==> config.mk <==
export PLATFORM = sky130hd
export DESIGN_NAME = bpm_ram
export DESIGN_NICKNAME = d
export VERILOG_FILES = /design/src/rtl/core/bpm_ram.sv
export SDC_FILE = /design/constraint.sdc
export NUM_CORES = 1
export LEC_CHECK = 0
export BUFFER_PORTS_ARGS = -buffer_cell sky130_fd_sc_hd__buf_2
export CAP_MARGIN = 20
export CORE_MARGIN = 2
export CORE_UTILIZATION = 50
export DETAILED_ROUTE_END_ITERATION = 12
export PLACE_DENSITY = 0.67
export SYNTH_ARGS = -nofsm -noshare
export SYNTH_HDL_FRONTEND = slang
export SYNTH_SLANG_ARGS = --single-unit
==> constraint.sdc <==
create_clock -name clk -period 2.1 [get_ports clk]
set_input_delay 0.42 -clock clk [delete_from_list [all_inputs] [get_ports clk]]
set_output_delay 0.42 -clock clk [all_outputs]
set_load 0.01 [all_outputs]
==> src/rtl/core/bpm_ram.sv <==
// ----------------------------------------------------------------------------
// bpm_ram
// generic single-write ram with one registered read port
// ----------------------------------------------------------------------------
module bpm_ram #(
  parameter int Width = 8,
  parameter int Depth = 16
) (
  input  logic                     clk,
  input  logic                     we,
  input  logic [$clog2(Depth)-1:0] waddr,
  input  logic [Width-1:0]         wdata,
  input  logic [$clog2(Depth)-1:0] raddr,
  output logic [Width-1:0]         rdata
);
  logic [Width-1:0] mem [Depth];

  always_ff @(posedge clk) begin
    if (we) begin
      mem[waddr] <= wdata;
    end
    rdata <= mem[raddr];
  end
endmodule

==> results.md <==
* Leakage at 2.08 nW
* CP Launch Type: flop
* Register area share after synthesis at 0.778
* GP Congestion at 0.744
* Hold Crit Depth at 1
* Post-synth net total at 247
* F_max at 689 MHz
* CP Max Fanout at 1
* Min Hold Slack at 278 ps
* Synth cell types at 19
* First-pass GRT wire length at 14400 µm
* Worst Hold Path EP: mem[13][0]
* FF+latch area at 0.00400 mm²
* Fraction of the cycle the final worst path needs at 0.691
* Dpl hpwl at 5780 µm
* CTS Buffer Depth at 2
* Post-synth top area cell: edfxtp_1
* R2R setup slack at 740 ps
* Yosys warns at 0
* CP delay by family, top: flip-flops
* Status: finished clean
* Initial DRC count at 194
* Core ar. at 0.0101 mm²
* Clock-pin slew on the worst setup and hold paths at 60 ps
* IO Port Bufs at 25
* Antenna Nets Post-Route at 0
* Post CTS Setup Buffer Count at 0
* Final setup TNS at 0 ps
* I/O Pins at 26
* Post-CTS Hold Fix Bufs at 0
* Area grow syn2layout at 18.9%
* Die Span X at 105 µm
* Clock Sinks at 136
* Max cap viols at 0
* WP data required at 1680 ps
* Crit path time final at 1450 ps
* Crit Reg-Reg Endpoint: rdata[4]
* Number of global-route vias before repair at 2492
* Highest-delay cell along the critical path: dfxtp_1
* Post-synth top area share at 0.747
* Die H at 105 µm
* Area taken by multi-input logic gates at 0.00106 mm²
* Gr usage total at 0.186
* Area contributors post-synth: edfxtp_1 75%, mux4_2 7.9%, mux4_1 7.1%, dfxtp_1 3.1%, a22oi_1 2.3%
* WL per Instance at 21.7 µm
* Overflow after GRT at 0
* FP Rows at 37
* Worst R2R Path Depth at 3
* Power per Cell Area at 1000 mW/mm²
* CTS root buffer: clkbuf_8
* WS Path Type: reg -> out
* Final Max Tran Viols at 0
* Hold crit path type: in -> reg
* Initial antenna violation count at 0
* Clock Skew at 5.11 ps
* Synthesized area at 0.00515 mm²
* Nets at 302
* Hold Startpoint: wdata[0]
* Hold Fails Final Rpt at 0
* First-pass DRT Iterations at 4
* Avg Vias per Cell at 5.52
* Final Util at 0.604
* Worst R2R Start: mem[9][4]
* Setup violators final at 0
* CTS tree: done
* Die ar. at 0.0111 mm²
* Slew HR at 0.710
* Vias at 2390
* Initial Utilization at 0.508
* Num CTS Buffers at 17
* WL final at 9390 µm
* Largest net degree at the start of global routing at 27
* Peak supply drop at 0.430 mV
* Post-CTS Resized at 0
* H-tree depth at 4
* Gate Count Post-Synth at 229
* Critical Path AT at 1030 ps
* Layout cell share with drive strength beyond 1 at 0.323
* Antenna diodes at 0
* Drt drc at 0
* Worst path max stage delay at 360 ps
* Crit path buffers/inverters at 1
* Worst-Margin Slew at 436 ps
* Crit-path cells: buf_2
* Clock latency at the later pin of the worst-skew pair at 520 ps
* Avg Inst Size Synth at 22.5 µm²
* Synthesized flop and latch total at 136
* Setup crit end kind: output port
* RSZ-0062 raised after global routing: no
* Fillers at 724
per-layer routing:
layer  global-route usage  vias to the layer above  part of all wire
li1                     -                     1085                 -
met1                0.242                     1212              0.42
met2                0.297                       84              0.50
met3               0.0594                        9             0.068
met4               0.0676                        0             0.011
met5                    0                        -                 0
per-stage QoR:
stage / area (µm²) / cells / setup slack, ps / total power [mW]
4_1_cts: 6120 / 433 / 626 / 6.17
5_1_grt: 6120 / 433 / 604 / 6.31
2_1_floorplan: 5150 / 229 / 187 / 3.27
3_3_place_gp: 5550 / 401 / 260 / 3.39
6_report: 6120 / 433 / 648 / 6.12
3_5_place_dp: 5550 / 401 / 230 / 3.40
placed cells by master, fill, tap and decap left out, types with 4 or more instances in the layout:
master        n
a22oi_1      16
buf_2        25
buf_4        18
clkbuf_16    16
clkinvlp_4    6
dfxtp_1       8
edfxtp_1    128
mux4_1       14
mux4_2       18
nand2_1       9
nor2_1       13
nor3_1        4
worst register-to-register path: cells and delay by family, from the launching register on:
kind | cells | cell delay, ps
multiplexers | 1 | 510
AND/OR/NAND/NOR | 1 | 80
flip-flops | 1 | 360
AO/OA/AOI/OAI | 1 | 300
cell families after synthesis:
| family | count (synthesis) | synth area share |
|---|---|---|
| and+or+nand+nor | 35 | 0.0318 |
| muxes | 32 | 0.150 |
| AOI/OAI and AO/OA | 16 | 0.0233 |
| DFF | 136 | 0.778 |
| buffers and inverters | 10 | 0.0168 |
power by group:
group | internal [mW] | leakage (nW) | total (mW) | switching, mW
clock network | 1.69 | 0.260 | 2.78 | 1.10
registers | 3.03 | 1.22 | 3.05 | 0.0170
logic | 0.127 | 0.595 | 0.285 | 0.158
cells in the mapped netlist, drive strengths merged:
library cell and number:
a22oi 16, and2 1, and2b 1, buf 7, clkdlybuf4s25 3, dfxtp 8, edfxtp 128, mux4 32
nand2 9, nand2b 2, nand3 1, nand3b 2, nor2 13, nor2b 1, nor3 4, or3b 1
state kept, by name (all words and copies together) (netlist names):
register / cells
rdata: 8
mem: 128
how the worst max path moves through the flow:
stage                         from   endpoint  slack (ps)  cells past startpoint
after floorplan           waddr[2]  mem[0][0]         190                      2
after global placement    raddr[0]   rdata[4]         260                      5
after detailed placement  raddr[0]   rdata[4]         230                      5
after CTS                 rdata[6]   rdata[6]         630                      1
after global routing      rdata[6]   rdata[6]         600                      1
final                     rdata[6]   rdata[6]         650                      1
layout make-up:
cell class	count	share of cell area
Sequential cell	136	0.654
Multi-Input combinational cell	83	0.173
Timing Repair Buffer	46	0.0523
Clock buffer	17	0.0677
Clock inverter	15	0.0251
Tap cell	136	0.0278
Power figures use the tool's default switching activity.
